$ cat src/rtl/core/scp_pkg.sv
// ----------------------------------------------------------------------------
// Shifted cone projection package
// Case codes, default width and the stage control type shared by the cells.
// ----------------------------------------------------------------------------
package scp_pkg;

	localparam int DATA_WIDTH_DEF = 32;

	localparam logic [1:0] CASE_INSIDE  = 2'd0;
	localparam logic [1:0] CASE_APEX    = 2'd1;
	localparam logic [1:0] CASE_SURFACE = 2'd2;

	typedef struct packed {
		logic en;
		logic vld;
	} stage_ctl_t;

endpackage

$ cat src/rtl/core/scp_sqrt_cell.sv
// ----------------------------------------------------------------------------
// Square root cell
// Resolves one root bit per cell from two radicand bits and passes the
// partial root, the remainder and the item payload to the next cell.
// ----------------------------------------------------------------------------
module scp_sqrt_cell #(
	parameter int W  = 32,
	parameter int PW = 1
) (
	input  logic              clk,
	input  logic              arst_n,
	input  scp_pkg::stage_ctl_t ctl,
	input  logic [W+1:0]      rem_in,
	input  logic [W-1:0]      root_in,
	input  logic [2*W-1:0]    rad_in,
	input  logic [PW-1:0]     pay_in,
	output logic              vld_out,
	output logic [W+1:0]      rem_out,
	output logic [W-1:0]      root_out,
	output logic [2*W-1:0]    rad_out,
	output logic [PW-1:0]     pay_out
);
	import scp_pkg::*;

	logic [W+3:0] cur;
	logic [W+3:0] trial;
	logic [W+3:0] diff;
	logic         ge;
	logic         vld_q;
	logic [W+1:0] rem_q;
	logic [W-1:0] root_q;
	logic [2*W-1:0] rad_q;
	logic [PW-1:0] pay_q;

	assign cur   = {rem_in, rad_in[2*W-1 -: 2]};
	assign trial = {2'b00, root_in, 2'b01};
	assign diff  = cur - trial;
	assign ge    = (cur >= trial);

	always_ff @(posedge clk or negedge arst_n) begin
		if (!arst_n) begin
			vld_q <= 1'b0;
		end else if (ctl.en) begin
			vld_q <= ctl.vld;
		end
	end

	always_ff @(posedge clk) begin
		if (ctl.en) begin
			rem_q  <= ge ? diff[W+1:0] : cur[W+1:0];
			root_q <= {root_in[W-2:0], ge};
			rad_q  <= {rad_in[2*W-3:0], 2'b00};
			pay_q  <= pay_in;
		end
	end

	assign vld_out  = vld_q;
	assign rem_out  = rem_q;
	assign root_out = root_q;
	assign rad_out  = rad_q;
	assign pay_out  = pay_q;

endmodule

$ cat config.mk
export PLATFORM = sky130hd
export DESIGN_NAME = scp_sqrt_cell
export DESIGN_NICKNAME = d
export VERILOG_FILES = /design/src/rtl/core/scp_pkg.sv /design/src/rtl/core/scp_sqrt_cell.sv
export SDC_FILE = /design/constraint.sdc
export NUM_CORES = 1
export LEC_CHECK = 0
export ABC_AREA = 1
export BUFFER_PORTS_ARGS = -buffer_cell sky130_fd_sc_hd__buf_2
export CAP_MARGIN = 20
export CORE_UTILIZATION = 54
export DETAILED_ROUTE_END_ITERATION = 12
export GPL_TIMING_DRIVEN = 1
export HOLD_SLACK_MARGIN = 0.08
export PLACE_DENSITY = 0.87
export SYNTH_ARGS = -nofsm -noshare
export SYNTH_HDL_FRONTEND = slang
export SYNTH_SLANG_ARGS = --single-unit
$ cat constraint.sdc
create_clock -name clk -period 1.6 [get_ports clk]
set_clock_uncertainty 0.1 [all_clocks]
set_input_delay 0.32 -clock clk [delete_from_list [all_inputs] [get_ports clk]]
set_output_delay 0.32 -clock clk [all_outputs]
set_load 0.005 [all_outputs]
==> results of run 1 <==
==> metal layers <==
layer	GRT usage	overflow
met5	0.211	0
met4	0.906	45
met2	0.970	54
met1	0.781	3
met3	0.643	3
==> cells by family after synthesis <==
kind of cell               count (synthesis)  share of synthesized area
and+or+nand+nor                          404                      0.236
other                                      1                   0.000538
DFF                                      130                      0.560
xor gates and xnor gates                  18                     0.0226
adders and majority gates                 34                     0.0611
AOI/OAI and AO/OA                         42                     0.0318
muxes                                      1                    0.00162
buffers and inverters                    148                     0.0861
==> metrics by stage <==
step                worst slack (ns)  std cells  area (µm²)
floorplan                     -0.343        779        7510
global placement              -0.665       1299        9730
detailed placement            -0.755       1299        9730
CTS                           -0.188       1430       11500
==> repair_timing <==
| item | CTS |
|---|---|
| buffers inserted | 4 |
| gates resized for setup | 56 |
| hold endpoints to repair | 96 |
| hold buffers | 96 |
| pin swaps | 15 |
| cloned | 1 |
| setup endpoints to repair | 35 |
==> impl_metrics.toml, run 1 <==
[clock_tree]
cts_buffers = 17
cts.sinks = 130
cts_max_path_buffers = 2
root_buffer = "clkbuf_16"
h-tree-depth = 4

[logic_synthesis]
synth_top_area_cell = "edfxtp_1"
ys_top_cells_by_count = "nand2_1, inv_1, edfxtp_1, nor2_1, nand3_1"
synth_top_cell_area_share = 0.556
ys_async_sr_fraction = 0.00769
ys.flop_type = "edfxtp_1"
yosysMostFrequentCell = "nand2_1"
synth_edf_count = 129
synth_area_leaders = "edfxtp_1, nand2_1, inv_1"
yosysUniqueCellTypes = 27
yosysWarnings = 0
yosysSeqAreaShare = 0.560
netlist_area_um2 = 6960
synthCells = 778
synth_seq_cells = 130
syn_avg_cell_area_um2 = 8.95

[outcome]
haltStage = "global routing"
outcome = "aborted with a tool error"
stop_error = "[ERROR GRT-0232] Routing congestion too high. Check the congestion heatmap in the GUI."

[place]
finalWeightedCongestion = 0.930
dp_hpwl_mm = 15.9
port_buffers = 264

[sta]
grt_repair_worst_endpoint = "rem_out[26]$_DFFE_PP_/D"
worst_endpoint_kind = "sequential cell input"

[floorplan]
initial_core_util = 0.552
fp.dieH_um = 116
die_w_um = 116
row_count = 41
ios = 267

[global_route]
grtUsageTotal = 0.804
grt_max_degree = 75
grt_remaining_overflow = 105
==> inputs of run 2 (changes only) <==
- CORE_UTILIZATION: 54 -> 40
- HOLD_SLACK_MARGIN: 0.08 -> not set
- PLACE_DENSITY: 0.87 -> not set
- PLACE_DENSITY_LB_ADDON: not set -> 0.15
==> run 2 against run 1 <==
- the flow now finishes, with violations (setup timing)
- synthesized cell count unchanged
- area after synthesis unchanged
==> impl_metrics.toml, run 2 <==
[floorplan]
fp.dieH_um = 134
die_area_um2 = 17900
fp.coreArea_um2 = 16800
die_w_um = 134
ios = 267
initial_core_util = 0.414
row_count = 47

[worst_setup_path]
required_ns = 1.67
crit_fanout = 9
cp-endpoint = "rem_out[15]"
endpoint_kind = "flip-flop"
setup.worst_path.class = "in2reg"
cp.arrival_ns = 1.91
r2r_start = "vld_out"
ff2ff_path_depth = 1
cp-start-kind = "input port"
r2r-end = "vld_out"
regToRegSetupSlack_ns = 0.76
setup.worst_path.start = "rem_in[13]"

[logic_synthesis]
yosysSeqAreaShare = 0.560
netlist_area_um2 = 6960
yosysWarnings = 0
yosysUniqueCellTypes = 27
ys.flop_type = "edfxtp_1"
synth_top_cell_area_share = 0.556
synth_edf_count = 129
yosysMostFrequentCell = "nand2_1"
synth_area_leaders = "edfxtp_1, nand2_1, inv_1"
syn_avg_cell_area_um2 = 8.95
synth_top_area_cell = "edfxtp_1"
synthCells = 778
ys_top_cells_by_count = "nand2_1, inv_1, edfxtp_1, nor2_1, nand3_1"
synth_seq_cells = 130
ys_async_sr_fraction = 0.00769

[clock_tree]
clk_pin_slew_ns = 0.06
cts_max_path_buffers = 2
cts_buffers = 17
h-tree-depth = 4
root_buffer = "clkbuf_16"
cts_tree = "yes"
cts.sinks = 130
clkLatencyLatePin_ns = 0.42

[sta]
grt_setup_unrepaired = "true"
post-route-period-util = 1.15
final_max_slew_viol_count = 0
period_needed_ns = 1.85
finalHoldViolations = 0
worst_slack_ns = -0.246
setup_violations = 35
max_freq_mhz = 542

[global_route]
antenna_found_initial = 2
grt_pass1_vias = 6593
grt_first_pass_wirelength_mm = 33.6
grt_remaining_overflow = 0
grtUsageTotal = 0.244
grt_max_degree = 50

[routing]
antenna_left = 0
wl_met2_mm = 11.2
num_vias = 6816
wl_met3_mm = 1.20
finalWirelength_mm = 22.1
drt_pre_antenna_iters = 5
drc = 0
via_per_inst = 4.59
routedWlPerCell_um = 14.9
wl_met1_mm = 9.08
top_layer_used = "met4"
first_iter_violations = 337

[final_layout]
fin_cells = 1486
layout-drive-gt1-share = 0.428
final_nets = 1420
final_cell_mix = "nand2_1, buf_2, edfxtp_1"
syn2layout_area_growth_pct = 67.6
largest_register_ffs = 62
fillCellCount = 1341
final_common_cell = "nand2_1"

[place]
port_buffers = 264
dp_hpwl_mm = 15.6
dpl.cell_count = 1353
finalWeightedCongestion = 0.862
pre_cts_ws_ns = -0.706

[power]
peakVddDrop_mv = 0.704
p_per_area_nw_per_um2 = 918
finalPower_uw = 10700
leakagePower_uw = 0.00566

[outcome]
violations = "setup timing"
outcome = "finished with violations"

[flow_run]
max_cap_viol_count = 0

[worst_hold_path]
hp-class = "in2reg"
## run 2: cell counts after synthesis
No cell type changed its count.
## run 2: kinds of logic (layout without fill, tap and decap cells)
family,Yosys count,in the layout,share of synthesized area
AOI/OAI and AO/OA,42,42,0.0318
xor gates and xnor gates,18,18,0.0226
adders and majority gates,34,34,0.0611
buffers and inverters,148,633,0.0861
DFF,130,130,0.560
muxes,1,1,0.00162
other,1,4,0.000538
and+or+nand+nor,404,404,0.236
## run 2: per-layer routing
layer	track usage	vias to the layer above
li1	-	3420
met1	0.292	3133
met2	0.438	226
met3	0.0401	37
met4	0.0947	0
met5	0	-
## run 2: power by group
part           switching [µW]  total (µW)  internal (µW)
Combinational            1330        2650           1330
Clock                    1640        3820           2180
Sequential               86.7        4240           4150
Total                    3050       10700           7660
## run 2: area by class of cell
class	instances	area, µm²	area share
Multi-Input combinational cell	501	3150	0.270
Sequential cell	130	3900	0.334
Clock buffer	17	425	0.0364
Timing Repair Buffer	461	3210	0.275
Inverter	140	566	0.0485
Clock inverter	15	146	0.0125
Antenna cell	2	5.00	0.000429
Tap cell	220	275	0.0236
## run 2: critical path, stage by stage
cell and delay, ns:
buf_4 0.12, ha_4 0.28, nand2_4 0.06, nor2_4 0.18
nand2_2 0.09, nor2_4 0.11, nand2_1 0.06, a21oi_2 0.14
nor2_2 0.06, nand2_4 0.13, inv_8 0.07, clkbuf_16 0.17
nand2_1 0.06, nand2_1 0.04
## run 2: stage by stage
stage                     area [µm²]   util  hold WS [ns]  TNS, ns
final                          11700  0.694        0.0218    -7.44
after CTS                      11300  0.674       0.00173    -5.88
after global placement          9820  0.584      -0.00411   -22.60
after floorplan                 7510      -       -0.0756   -11.34
after global routing           11700  0.694       0.00238    -9.96
after detailed placement        9820  0.584      -0.00416   -23.43
## run 2: worst min-delay path by stage
stage / from / endpoint / depth (start not counted)
3_3_place_gp: arst_n / vld_out / 1
2_1_floorplan: arst_n / vld_out / 0
5_1_grt: rad_in[18] / rad_out[20] / 1
4_1_cts: rad_in[18] / rad_out[20] / 1
3_5_place_dp: arst_n / vld_out / 1
6_report: root_in[15] / root_out[16] / 1
## run 2: what timing repair did
item | 4_1_cts | 5_1_grt
buffers inserted | 0 | 8
pin swaps | 0 | 27
gates resized for setup | 21 | 63
hold endpoints to repair | 88 | 0
hold buffers | 88 | 0
setup endpoints to repair | 35 | 35
gates cloned | 0 | 3
(Power assumes the default switching activity.)
==> inputs of run 3 (changes only) <==
- ABC_AREA: 1 -> not set
==> run 3 against run 2 <==
- non-clock buffer count increased by 26
- critical endpoint is now rem_out[27]
- global-route usage shrank 0.41 points
- largest cell class unchanged
- the run ends with hold timing, setup timing left
- core utilization rose by 4.6 points
- via count decreased by 12%
==> impl_metrics.toml, run 3 <==
[routing]
antenna_left = 0
drc = 0
first_iter_violations = 250
routedWlPerCell_um = 16.8
num_vias = 5968
via_per_inst = 4.87
drt_pre_antenna_iters = 5
finalWirelength_mm = 20.6

[clock_tree]
h-tree-depth = 4
root_buffer = "clkbuf_16"
cts_tree = "yes"
clk_pin_slew_ns = 0.07
cts.sinks = 130
clkLatencyLatePin_ns = 0.42
cts_max_path_buffers = 2
cts_buffers = 17

[logic_synthesis]
yosysUniqueCellTypes = 64
yosysMostFrequentCell = "edfxtp_1"
synth_area_leaders = "edfxtp_1, ha_1, nand2_1"
synthCells = 510
synth_top_cell_area_share = 0.607
yosysWarnings = 0
synth_top_area_cell = "edfxtp_1"
syn_avg_cell_area_um2 = 12.5
ys_async_sr_fraction = 0.00769
ys.flop_type = "edfxtp_1"
synth_seq_cells = 130
ys_top_cells_by_count = "edfxtp_1, nand2_1, inv_1, o21ai_0, ha_1"
yosysSeqAreaShare = 0.611
netlist_area_um2 = 6380
synth_edf_count = 129

[final_layout]
layout-drive-gt1-share = 0.544
final_util = 0.740
largest_register_ffs = 62
final_cell_mix = "buf_2, edfxtp_1, buf_4"
fillCellCount = 1064
regArea_um2 = 3900
diodes = 0
final_common_cell = "buf_2"
fin_cells = 1226
final_nets = 1171
syn2layout_area_growth_pct = 78.3
multi_input_area_um2 = 2880

[global_route]
grt_pass1_vias = 6071
antenna_found_initial = 0
grt_max_degree = 53
grtUsageTotal = 0.240
grt_remaining_overflow = 0
grt_first_pass_wirelength_mm = 30.1

[floorplan]
fp.coreArea_um2 = 15400
die_w_um = 128
die_area_um2 = 16500
initial_core_util = 0.415
row_count = 45
fp.dieH_um = 128
ios = 267

[outcome]
violations = "hold timing, setup timing"
outcome = "finished with violations"

[power]
p_per_area_nw_per_um2 = 963
leakagePower_uw = 0.00508
peakVddDrop_mv = 0.689
finalPower_uw = 11000

[place]
dpl.cell_count = 1075
finalWeightedCongestion = 0.833
port_buffers = 264
dp_hpwl_mm = 13.0

[worst_setup_path]
cp_top_family = "compound AO/OA/AOI/OAI gates"
cp.depth = 9
crit_chain = "buf_6 > ha_4 > a21o_1 > o41ai_2 > o211ai_1 > a211oi_2 > o21a_4 > clkinv_4 > mux2_4"
crit_fanout = 5
required_ns = 1.67
cp_slowest_cell = "o41ai_2"
cp.arrival_ns = 2.39
ff2ff_path_depth = 1
endpoint_kind = "flip-flop"
critPathBufInv = 2
cp-start-kind = "input port"
max_stage_delay_ns = 0.35
setup.worst_path.class = "in2reg"

[sta]
max_freq_mhz = 430
hold-worst-slack_ns = -0.00892
post-route-period-util = 1.45
period_needed_ns = 2.32
worst_slack_ns = -0.723
grt_setup_unrepaired = "true"
finalHoldViolations = 1
tns_ns = -23.49
final_max_slew_viol_count = 0
setup_violations = 35

[worst_hold_path]
hp-class = "in2reg"
whs_path_depth = 1

[flow_run]
max_cap_viol_count = 0
run 3: changes by cell type after synthesis, moves of 11 or more:
| cell | before | now |
|---|---|---|
| nand2_1 | 288 | 58 |
| inv_1 | 139 | 42 |
| nand3_1 | 38 | 6 |
| nor2_1 | 49 | 18 |
| o21ai_0 | 13 | 41 |
| a21o_1 | 0 | 19 |
| xnor2_1 | 3 | 14 |
run 3: area by class of cell:
cell class / count / share of cell area
inverter: 43 / 0.0184
tap: 211 / 0.0232
sequential: 130 / 0.343
clock inverter: 14 / 0.0148
timing repair buffer: 487 / 0.310
multi-input combinational: 323 / 0.253
clock buffer: 18 / 0.0377
run 3: per-layer routing:
layer / track usage / wire length, µm / vias to the layer above / part of all wire
met4: 0.0851 / 400 / 0 / 0.019
met1: 0.264 / 7900 / 2850 / 0.38
met2: 0.452 / 11100 / 205 / 0.54
li1: - / - / 2882 / -
met5: 0 / 0 / - / 0
met3: 0.0538 / 1120 / 31 / 0.054
run 3: stage by stage:
step / setup WS, ns / cell area, µm² / hold WS [ns]
after floorplan: -0.919 / 6760 / -0.0756
after global placement: -1.23 / 9010 / -0.00437
after detailed placement: -1.25 / 9010 / -0.00333
after CTS: -0.758 / 11000 / 0.00155
after global routing: -0.828 / 11400 / -0.0173
final: -0.723 / 11400 / -0.00892
run 3: path summary, 6_finish.rpt:
path | startpoint | to | slack (ns)
worst min register to register | vld_out | vld_out | 0.43
max in group asynchronous | arst_n | vld_out | 1.19
worst max register to register | vld_out | vld_out | 0.75
min in group asynchronous | arst_n | vld_out | 0.13
worst min-delay path | root_in[7] | root_out[8] | -0.009
worst max-delay path | rem_in[7] | rem_out[27] | -0.72
run 3: cell families (layout without fill, tap and decap cells):
logic type / after synthesis / in the layout / synth area share
flops: 130 / 130 / 0.611
compound gates: 133 / 134 / 0.146
xor+xnor: 27 / 27 / 0.0371
simple gates: 120 / 120 / 0.0878
buf+inv: 59 / 562 / 0.0404
fa+ha+maj: 34 / 34 / 0.0667
other cells: 1 / 2 / 0.000588
mux: 6 / 6 / 0.0104
run 3: what timing repair did:
action                                  CTS  global route
hold buffers                             91             1
resized for setup                        53            85
endpoints found under the hold margin    91             2
endpoints found under the setup margin   35            35
cloned                                    6             3
setup buffers                            13            10
pin swaps                                29            41
run 3: where the power goes:
group	total, µW	internal, µW	switching, µW	leakage [µW]
Combinational	2730	1470	1260	0.00351
Clock	3980	2350	1640	0.000290
Sequential	4250	4160	89.2	0.00127
Total	11000	7980	2980	0.00508
