File: config.mk
export PLATFORM = sky130hd
export DESIGN_NAME = scp_div_cell
export DESIGN_NICKNAME = d
export VERILOG_FILES = /design/src/rtl/core/scp_pkg.sv /design/src/rtl/core/scp_div_cell.sv
export SDC_FILE = /design/constraint.sdc
export NUM_CORES = 1
export LEC_CHECK = 0
export ABC_AREA = 1
export CORE_ASPECT_RATIO = 0.9
export CORE_MARGIN = 2
export CORE_UTILIZATION = 45
export DETAILED_ROUTE_END_ITERATION = 6
export DONT_BUFFER_PORTS = 1
export GPL_TIMING_DRIVEN = 0
export PLACE_DENSITY = 0.67
export SYNTH_ARGS = -nofsm -noshare
export SYNTH_HDL_FRONTEND = slang
export SYNTH_SLANG_ARGS = --single-unit
export TNS_END_PERCENT = 1
File: constraint.sdc
create_clock -name clk -period 1.1 [get_ports clk]
set_input_delay 0.11 -clock clk [delete_from_list [all_inputs] [get_ports clk]]
set_output_delay 0.11 -clock clk [all_outputs]
set_load 0.02 [all_outputs]
File: src/rtl/core/scp_pkg.sv
// ----------------------------------------------------------------------------
// Shifted cone projection package
// Case codes, default width and the stage control type shared by the cells.
// ----------------------------------------------------------------------------
package scp_pkg;

	localparam int DATA_WIDTH_DEF = 32;

	localparam logic [1:0] CASE_INSIDE  = 2'd0;
	localparam logic [1:0] CASE_APEX    = 2'd1;
	localparam logic [1:0] CASE_SURFACE = 2'd2;

	typedef struct packed {
		logic en;
		logic vld;
	} stage_ctl_t;

endpackage

File: src/rtl/core/scp_div_cell.sv
// ----------------------------------------------------------------------------
// Divider cell
// Resolves one quotient bit for each of the two tail lanes against the
// shared divisor and passes both partial remainders on.
// ----------------------------------------------------------------------------
module scp_div_cell #(
	parameter int W  = 32,
	parameter int PW = 1
) (
	input  logic              clk,
	input  logic              arst_n,
	input  scp_pkg::stage_ctl_t ctl,
	input  logic [W-1:0]      rem_a_in,
	input  logic [W-1:0]      low_a_in,
	input  logic [W-1:0]      rem_b_in,
	input  logic [W-1:0]      low_b_in,
	input  logic [W-1:0]      den_in,
	input  logic [PW-1:0]     pay_in,
	output logic              vld_out,
	output logic [W-1:0]      rem_a_out,
	output logic [W-1:0]      low_a_out,
	output logic [W-1:0]      rem_b_out,
	output logic [W-1:0]      low_b_out,
	output logic [W-1:0]      den_out,
	output logic [PW-1:0]     pay_out
);
	import scp_pkg::*;

	logic [W:0]   xa;
	logic [W:0]   xb;
	logic [W:0]   da;
	logic [W:0]   db;
	logic         gea;
	logic         geb;
	logic         vld_q;
	logic [W-1:0] rem_a_q;
	logic [W-1:0] low_a_q;
	logic [W-1:0] rem_b_q;
	logic [W-1:0] low_b_q;
	logic [W-1:0] den_q;
	logic [PW-1:0] pay_q;

	assign xa  = {rem_a_in, low_a_in[W-1]};
	assign xb  = {rem_b_in, low_b_in[W-1]};
	assign gea = (xa >= {1'b0, den_in});
	assign geb = (xb >= {1'b0, den_in});
	assign da  = xa - {1'b0, den_in};
	assign db  = xb - {1'b0, den_in};

	always_ff @(posedge clk or negedge arst_n) begin
		if (!arst_n) begin
			vld_q <= 1'b0;
		end else if (ctl.en) begin
			vld_q <= ctl.vld;
		end
	end

	always_ff @(posedge clk) begin
		if (ctl.en) begin
			rem_a_q <= gea ? da[W-1:0] : xa[W-1:0];
			rem_b_q <= geb ? db[W-1:0] : xb[W-1:0];
			low_a_q <= {low_a_in[W-2:0], gea};
			low_b_q <= {low_b_in[W-2:0], geb};
			den_q   <= den_in;
			pay_q   <= pay_in;
		end
	end

	assign vld_out   = vld_q;
	assign rem_a_out = rem_a_q;
	assign low_a_out = low_a_q;
	assign rem_b_out = rem_b_q;
	assign low_b_out = low_b_q;
	assign den_out   = den_q;
	assign pay_out   = pay_q;

endmodule

==> results.cfg, run 1 <==
[placement]
portBuffers = 0
dpl.cell_count = 1766
hpwl_um = 26200
gp_congestion = 0.971

[grt]
grt_max_degree = 163
grt_pass1_wl_um = 54400
grt_pass1_vias = 9838
grt_usage_pct = 27.5
grt-ovfl-total = 0
antenna_found_initial = 0

[sta]
final-setup-viol-count = 66
slew_violations = 0
finalCriticalPeriod_ns = 1.67
rsz0062_at_grt = true
max_slew_margin_pct = 72.0
setup_slack_ns = -0.574
finalCritPeriodShare_pct = 152
finClkSkew_ns = 0
holdWs_ns = -0.218
tightest_slew_ns = 0.420
fmax_mhz = 597
hold_violations = 70

[drt]
drc = 0
first_pass_iters = 6
ant_nets = 0
drtIter0Drc = 733
avgViaCountPerCell = 5.11
vias = 10100
drt_wl_total_um = 37000
routedWlPerCell_um = 18.7

[min_path]
min_path_type = input port to flop
hold_start = ctl[1]

[floorplanning]
die_h_um = 153
coreArea_um2 = 24300
die_x_um = 170
num_rows = 54
io_pins = 327
die-area_um2 = 26000
initial_core_util_pct = 45.9

[synth]
synth_area_per_cell_um2 = 7.63
async_flop_share_pct = 0.617
syn_nets = 1689
synth_area_leaders = edfxtp_1 (43%), nand2_1 (19%), inv_1 (9.4%)
ys_ff_latch = 162
synth_edf_count = 161
synth_ff_type = edfxtp_1
synth_top_area_share_pct = 43.4
synth_area_um2 = 11100
yosysWarnings = 0
netlist_instances = 1458
seq_area_frac_synth_pct = 43.7
yosysUniqueCellTypes = 35
synth.largest_area_cell = edfxtp_1

[critical_path]
cp.required_ns = 1.29
criticalPathCategory = input port to flop
cp_max_fo = 7
startpoint_type = input port
critPathLaunch = den_in[20]
crit_slowest_cell = ha_4
path_delay_family = simple AND/OR/NAND/NOR gates
critPathMostFrequentCell = nand2_2
max_stage_delay_ns = 0.29
reg2reg_from = vld_out
worstPathBufferInverterCount = 3
path_cells = clkinvlp_4, ha_4, nand2_4, inv_2, nand2_1, nand2_2, nand2_2, nand2_2, nand2_2, nand3_2, nor2_4, nand2_8, clkbuf_16, nand2_2, nand2_1
endpoint_kind = flop
cp.arrival_ns = 1.87

[layout]
fin_cells = 1977
utilization_pct = 61.6
num-fill-cells = 2023
diodes = 0
area_delta_synth_final_pct = 34.2
nNetsFinal = 1887
final_layout_size_suffix_gt1_share_pct = 16.9

[clock_network]
path_clk_slew_ns = 0.08
clock-sinks = 162
clk_latency_ns = 0.44
h-tree-depth = 4
clock-root-buffer = clkbuf_16
cts_buffers = 17
tritoncts = built
clockBufferDepth = 2

[pwr]
leakage_nw = 7.03
peakVddDrop_uv = 949
power.density_nw_per_um2 = 1320

[run_status]
status = complete, but fails checks
violations = negative hold slack, negative setup slack

[run]
maxCapViolCount = 0
power breakdown:
part | leakage, nW | total, W | internal, W | switching, W
combinational | 5.17 | 0.00489 | 0.00209 | 0.00280
sequential | 1.59 | 0.00881 | 0.00767 | 0.00114
clock | 0.272 | 0.00598 | 0.00302 | 0.00296
Yosys cell counts (12+ instances only):
cell type / n
nor3_1: 14
nor2_1: 73
nand3_2: 17
nand2_1: 572
nand3_1: 111
xor2_1: 26
ha_1: 64
nor2_2: 12
a21oi_1: 38
edfxtp_1: 161
inv_1: 280
nand2_2: 17
routing by layer:
metal	global-route usage (%)	wire length, µm	part of all wire [%]
met2	47.9	18300	49
met1	34.0	15200	41
met4	11.1	1300	3.5
met3	4.63	2160	5.8
met5	0	0	0
registers in the layout (all words and copies together) (netlist names):
| register | flops |
|---|---|
| rem_a_out | 32 |
| den_out | 32 |
| pay_out | 1 |
| vld_out | 1 |
| low_a_out | 32 |
| low_b_out | 32 |
| rem_b_out | 32 |
repair_timing:
action	in CTS	in global routing
gates resized for setup	57	104
endpoints found under the setup margin	66	66
hold buffers	160	1
pin swaps	9	25
hold endpoints to repair	321	164
setup buffers	8	6
cloned	0	4
metrics by stage:
step	hold slack (ns)	setup slack [ns]	setup TNS, ns	total power [W]	cell area (µm²)
2_1_floorplan	-0.186	-0.607	-39.32	0.0116	11400
3_3_place_gp	-0.186	-1.16	-67.85	0.0126	11800
3_5_place_dp	-0.186	-1.15	-68.27	0.0126	11800
4_1_cts	-0.212	-0.488	-29.10	0.0192	14400
5_1_grt	-0.229	-0.652	-40.32	0.0205	14900
6_report	-0.218	-0.574	-33.72	0.0197	14900
cell type report:
cell class	count	area (µm²)	share of cell area (%)
clock inverter	14	141	0.947
inverter	282	1120	7.49
timing repair buffer	179	1850	12.4
sequential	162	4860	32.5
buffer	19	208	1.39
tap	308	385	2.58
multi-input combinational	995	5940	39.8
clock buffer	18	429	2.87
worst paths after layout:
| check | slack, ns | depth (start not counted) | end |
|---|---|---|---|
| setup / recovery | -0.57 | 15 | rem_a_out[17] |
| hold / removal | -0.22 | 0 | rem_a_out[2] |
| setup reg to reg | 0.24 | 1 | vld_out |
| hold reg to reg | 0.68 | 1 | vld_out |
| max in group asynchronous | 0.58 | 2 | vld_out |
| min in group asynchronous | 0.42 | 2 | vld_out |
placed cells by master, fill, tap and decap left out, types with 21 or more instances in the layout:
cell and count:
nand2_2 75, a21oi_1 37, edfxtp_1 161, nand2_1 507, nor2_1 64, ha_4 42, xor2_1 26, inv_1 255
nand3_1 107, dlygate4sd3_1 161, clkbuf_16 21
cell families (layout without fill, tap and decap cells):
| logic type | count (synthesis) | count (layout) | share of synthesized area, % |
|---|---|---|---|
| adders and majority gates | 66 | 66 | 7.55 |
| buffers and inverters | 301 | 512 | 10.9 |
| and+or+nand+nor | 855 | 855 | 33.5 |
| xor gates and xnor gates | 28 | 28 | 2.20 |
| AOI/OAI and AO/OA | 45 | 45 | 2.12 |
| DFF | 162 | 162 | 43.7 |
| muxes | 1 | 1 | 0.101 |
No activity file was read; power rests on OpenSTA's default activity.
==> inputs of run 2 (changes only) <==
Settings changed: GPL_TIMING_DRIVEN 0 to default.
==> results.cfg, run 2 (synthesis gave the netlist of run 1 again) <==
[critical_path]
cp.required_ns = 1.29
cp-endpoint = rem_b_out[18]
criticalPathCategory = input port to flop
crit_slowest_cell = ha_4
critPathLaunch = den_in[8]
path_cells = clkinvlp_4, ha_4, buf_4, nand2_4, nor2_4, nand2_2, nor2_2, nand2_1, nor2_2, nor2_4, buf_8, buf_12, nand3_1, nand2_1
path_delay_family = simple AND/OR/NAND/NOR gates
worstPathBufferInverterCount = 4
endpoint_kind = flop
timing.reg2reg.setup_slack_ns = 0.21
reg2regPathDepth = 1
cp.arrival_ns = 1.77
path_depth = 14
startpoint_type = input port
max_stage_delay_ns = 0.29
regToRegEndpoint = vld_out
cp_max_fo = 11
reg2reg_from = vld_out

[floorplanning]
die_x_um = 170
initial_core_util_pct = 45.9
num_rows = 54
die-area_um2 = 26000
coreArea_um2 = 24300
io_pins = 327
die_h_um = 153

[min_path]
min_path_type = input port to flop
whs_path_depth = 0

[sta]
tightest_slew_ns = 0.458
fmax_mhz = 635
finalCriticalPeriod_ns = 1.58
finClkSkew_ns = 0
slew_violations = 0
finalCritPeriodShare_pct = 143
hold_violations = 55
rsz0062_at_grt = true
max_slew_margin_pct = 69.5
final-setup-viol-count = 66
setup_slack_ns = -0.476
holdWs_ns = -0.202

[grt]
grt_pass1_vias = 11100
grt_usage_pct = 31.0
antenna_found_initial = 0
grtUsageMet3_pct = 5.02
grt-ovfl-total = 0
use_met2_pct = 54.2
use_met1_pct = 36.5
top_usage_layer = met2
grt_pass1_wl_um = 60700
grt_max_degree = 163

[clock_network]
clk_latency_ns = 0.44
tritoncts = built
path_clk_slew_ns = 0.08
clockBufferDepth = 2
h-tree-depth = 4
cts_buffers = 17
clock-sinks = 162
cts_hold_buf = 162
clock-root-buffer = clkbuf_16

[drt]
drt_wl_total_um = 40200
first_pass_iters = 5
ant_nets = 0
routedWlPerCell_um = 18.6
vias = 11000
drtIter0Drc = 854
avgViaCountPerCell = 5.09
drc = 0

[placement]
gp_congestion = 0.974
hpwl_um = 27800
dpl.cell_count = 1945
portBuffers = 0
pre_cts_ws_ns = -1.05

[pwr]
total_power_w = 0.0205
leakage_nw = 7.98
power.density_nw_per_um2 = 1260
peakVddDrop_uv = 881

[layout]
mostFrequentLayoutCells = nand2_1 (534), inv_1 (265), buf_4 (195), dlygate4sd3_1 (162), edfxtp_1 (161)
diodes = 0
final_common_cell = nand2_1
fin_cells = 2161
ff_latch_area_um2 = 4860
final_layout_size_suffix_gt1_share_pct = 23.3
area_delta_synth_final_pct = 46.1
num-fill-cells = 1918
multi_input_area_um2 = 5930
nNetsFinal = 2071

[run]
maxCapViolCount = 0

[run_status]
status = complete, but fails checks
violations = negative hold slack, negative setup slack
-- run 2: cell types whose count changed in the layout (fill, tap and decap cells not counted), moves of 9 or more --
| cell | change |
|---|---|
| nand3_1 | -9 |
| nand2_2 | -26 |
| buf_4 | +181 |
| nand2_1 | +27 |
| inv_1 | +10 |
| ha_1 | +12 |
| nand3_2 | +13 |
-- run 2: routing by layer --
metal / up-vias / routed length, µm
met2: 486 / 19700
met1: 5059 / 15800
met4: 0 / 2010
li1: 5347 / -
met3: 110 / 2590
met5: - / 0
-- run 2: cell type report --
type / instances / area share, %
clock inverter: 15 / 0.970
tap: 308 / 2.37
multi-input combinational: 1002 / 36.5
timing repair buffer: 375 / 20.9
sequential: 162 / 29.9
clock buffer: 17 / 2.62
inverter: 282 / 6.77
-- run 2: where the power goes --
group	internal [W]	total, W	switching (W)
combinational	0.00264	0.00560	0.00296
clock	0.00305	0.00606	0.00300
sequential	0.00767	0.00884	0.00117
-- run 2: through the flow --
stage / util [%] / instance area, µm² / setup TNS (ns)
floorplan: - / 11400 / -39.32
global placement: 54.2 / 13200 / -61.33
detailed placement: 54.2 / 13200 / -63.81
CTS: 66.2 / 16100 / -27.27
global route: 67.0 / 16300 / -34.53
finish: 67.0 / 16300 / -29.20
-- run 2: timing repair --
item / 4_1_cts / 5_1_grt
resized for setup: 87 / 43
cloned: 9 / 0
setup endpoints to repair: 66 / 67
endpoints found under the hold margin: 322 / 162
setup buffers: 13 / 0
pin swaps: 26 / 10
-- run 2: how the worst min path moves through the flow --
stage	startpoint	to	slack (ns)
after floorplan	arst_n	vld_out	-0.19
after CTS	ctl[1]	rem_a_out[30]	-0.22
after global routing	ctl[1]	den_out[2]	-0.22
final	ctl[1]	den_out[2]	-0.20
after detailed placement	arst_n	vld_out	-0.19
after global placement	arst_n	vld_out	-0.19
==> inputs of run 3 (changes only) <==
Settings changed: PLACE_DENSITY 0.67 to 0.69.
Clock period 1.1 ns to 1.27 ns, I/O delays scaled along.
==> results.cfg, run 3 (synthesis gave the netlist of run 1 again) <==
[run_status]
status = complete, but fails checks
violations = design-rule violations, negative hold slack, negative setup slack

[clock_network]
clk_latency_ns = 0.43
path_clk_slew_ns = 0.08
clockBufferDepth = 2
cts_buffers = 17
clock-root-buffer = clkbuf_16
h-tree-depth = 4
tritoncts = built
clock-sinks = 162
cts_hold_buf = 161

[drt]
vias = 11000
routedWlPerCell_um = 18.6
first_pass_iters = 7
avgViaCountPerCell = 5.09
drt_wl_total_um = 40300
ant_nets = 0
drc = 1
drtIter0Drc = 756

[sta]
fmax_mhz = 614
hold_violations = 46
rsz0062_at_grt = true
setup_slack_ns = -0.360
slew_violations = 0
tightest_slew_ns = 0.486
max_slew_margin_pct = 67.6
final-setup-viol-count = 66
finClkSkew_ns = 0
holdWs_ns = -0.201
finalCriticalPeriod_ns = 1.63
finalCritPeriodShare_pct = 128

[grt]
grt_pass1_wl_um = 59700
grt-ovfl-total = 0
grt_usage_pct = 30.2
grt_pass1_vias = 11000
antenna_found_initial = 0
grt_max_degree = 163

[floorplanning]
die_h_um = 153
initial_core_util_pct = 45.9
coreArea_um2 = 24300
die-area_um2 = 26000
die_x_um = 170
num_rows = 54
io_pins = 327

[pwr]
swShare_pct = 33.2
combPwrFrac_pct = 26.8
pwr-share-seq_pct = 42.2
power.switching_w = 0.00603
power.density_nw_per_um2 = 1110
total_power_w = 0.0181
leakage_nw = 8.04
p_clk_share_pct = 31.0
peakVddDrop_uv = 760
intPower_w = 0.0121

[layout]
num-fill-cells = 1935
utilization_pct = 67.3
diodes = 0
area_delta_synth_final_pct = 46.6
final_common_cell = nand2_1
ff_latch_area_um2 = 4860
nNetsFinal = 2073
multi_input_area_um2 = 5880
mostFrequentLayoutCells = nand2_1 (536), inv_1 (267), buf_4 (197), edfxtp_1 (161), dlygate4sd3_1 (161)
final_layout_size_suffix_gt1_share_pct = 23.1

[min_path]
min_path_type = input port to flop

[critical_path]
cp.arrival_ns = 1.81
startpoint_type = input port
criticalPathCategory = input port to flop
cp_max_fo = 7
cp.required_ns = 1.45
endpoint_kind = flop

[placement]
hpwl_um = 28000
gp_congestion = 0.991
pre_cts_ws_ns = -0.855
portBuffers = 0

[run]
maxCapViolCount = 0
==> run 3: changes by cell type in the layout (fill, tap and decap cells not counted), sizes merged <==
| cell | before | now |
|---|---|---|
| buf | 213 | 218 |
| clkinv | 5 | 0 |
| clkinvlp | 11 | 9 |
| bufinv | 0 | 3 |
| inv | 281 | 284 |
| dlygate4sd3 | 162 | 161 |
| nand2 | 602 | 599 |
| clkbuf | 17 | 18 |
==> run 3: through the flow <==
step,TNS [ns],hold slack [ns],area [µm²],instances
final,-19.93,-0.201,16300,2162
after global routing,-24.75,-0.211,16300,2162
after CTS,-17.93,-0.201,15900,2155
after detailed placement,-52.69,-0.169,13200,1950
after global placement,-50.36,-0.169,13200,1950
after floorplan,-29.22,-0.169,11400,1458
==> run 3: worst max-delay path: stages <==
cell        delay [ns]
clkinvlp_4        0.10
buf_6             0.14
ha_4              0.31
nand2_4           0.06
nor2_4            0.10
inv_2             0.06
nor2_4            0.09
inv_2             0.06
nor3_4            0.26
nand2_8           0.15
clkbuf_16         0.20
nand3_1           0.06
nand2_1           0.06
==> run 3: repair_timing <==
| action | 4_1_cts | 5_1_grt |
|---|---|---|
| buffers inserted | 9 | 5 |
| endpoints found under the setup margin | 66 | 66 |
| pin swaps | 10 | 21 |
| gates resized for setup | 44 | 74 |
| cloned | 4 | 2 |
| endpoints found under the hold margin | 321 | 162 |
==> run 3: worst paths after layout <==
kind,start,end,slack [ns],depth (start not counted)
setup / recovery,den_in[18],rem_a_out[11],-0.36,13
hold / removal,ctl[1],rem_a_out[28],-0.20,0
setup reg to reg,vld_out,vld_out,0.40,1
hold reg to reg,vld_out,vld_out,0.69,1
max in group asynchronous,arst_n,vld_out,0.68,2
min in group asynchronous,arst_n,vld_out,0.48,2
==> run 3: final cells by class <==
class                      count  area share, %
inverter                     282           6.65
clock buffer                  17           2.61
clock inverter                14           1.16
multi-input combinational    999           36.1
sequential                   162           29.8
tap                          308           2.36
timing repair buffer         380           21.4
==> run 3: power groups by stage <==
stage / sequential (W) / combinational (W) / clock [W]
floorplan: 0.00762 / 0.00246 / 0
global route: 0.00768 / 0.00533 / 0.00588
finish: 0.00765 / 0.00487 / 0.00562
global placement: 0.00776 / 0.00387 / 0
detailed placement: 0.00776 / 0.00395 / 0
CTS: 0.00764 / 0.00457 / 0.00565
==> run 3: layer usage <==
layer	track usage, %	wire [µm]
met1	35.4	15700
met2	53.0	19900
met3	5.46	2580
met4	15.3	2080
met5	0	0
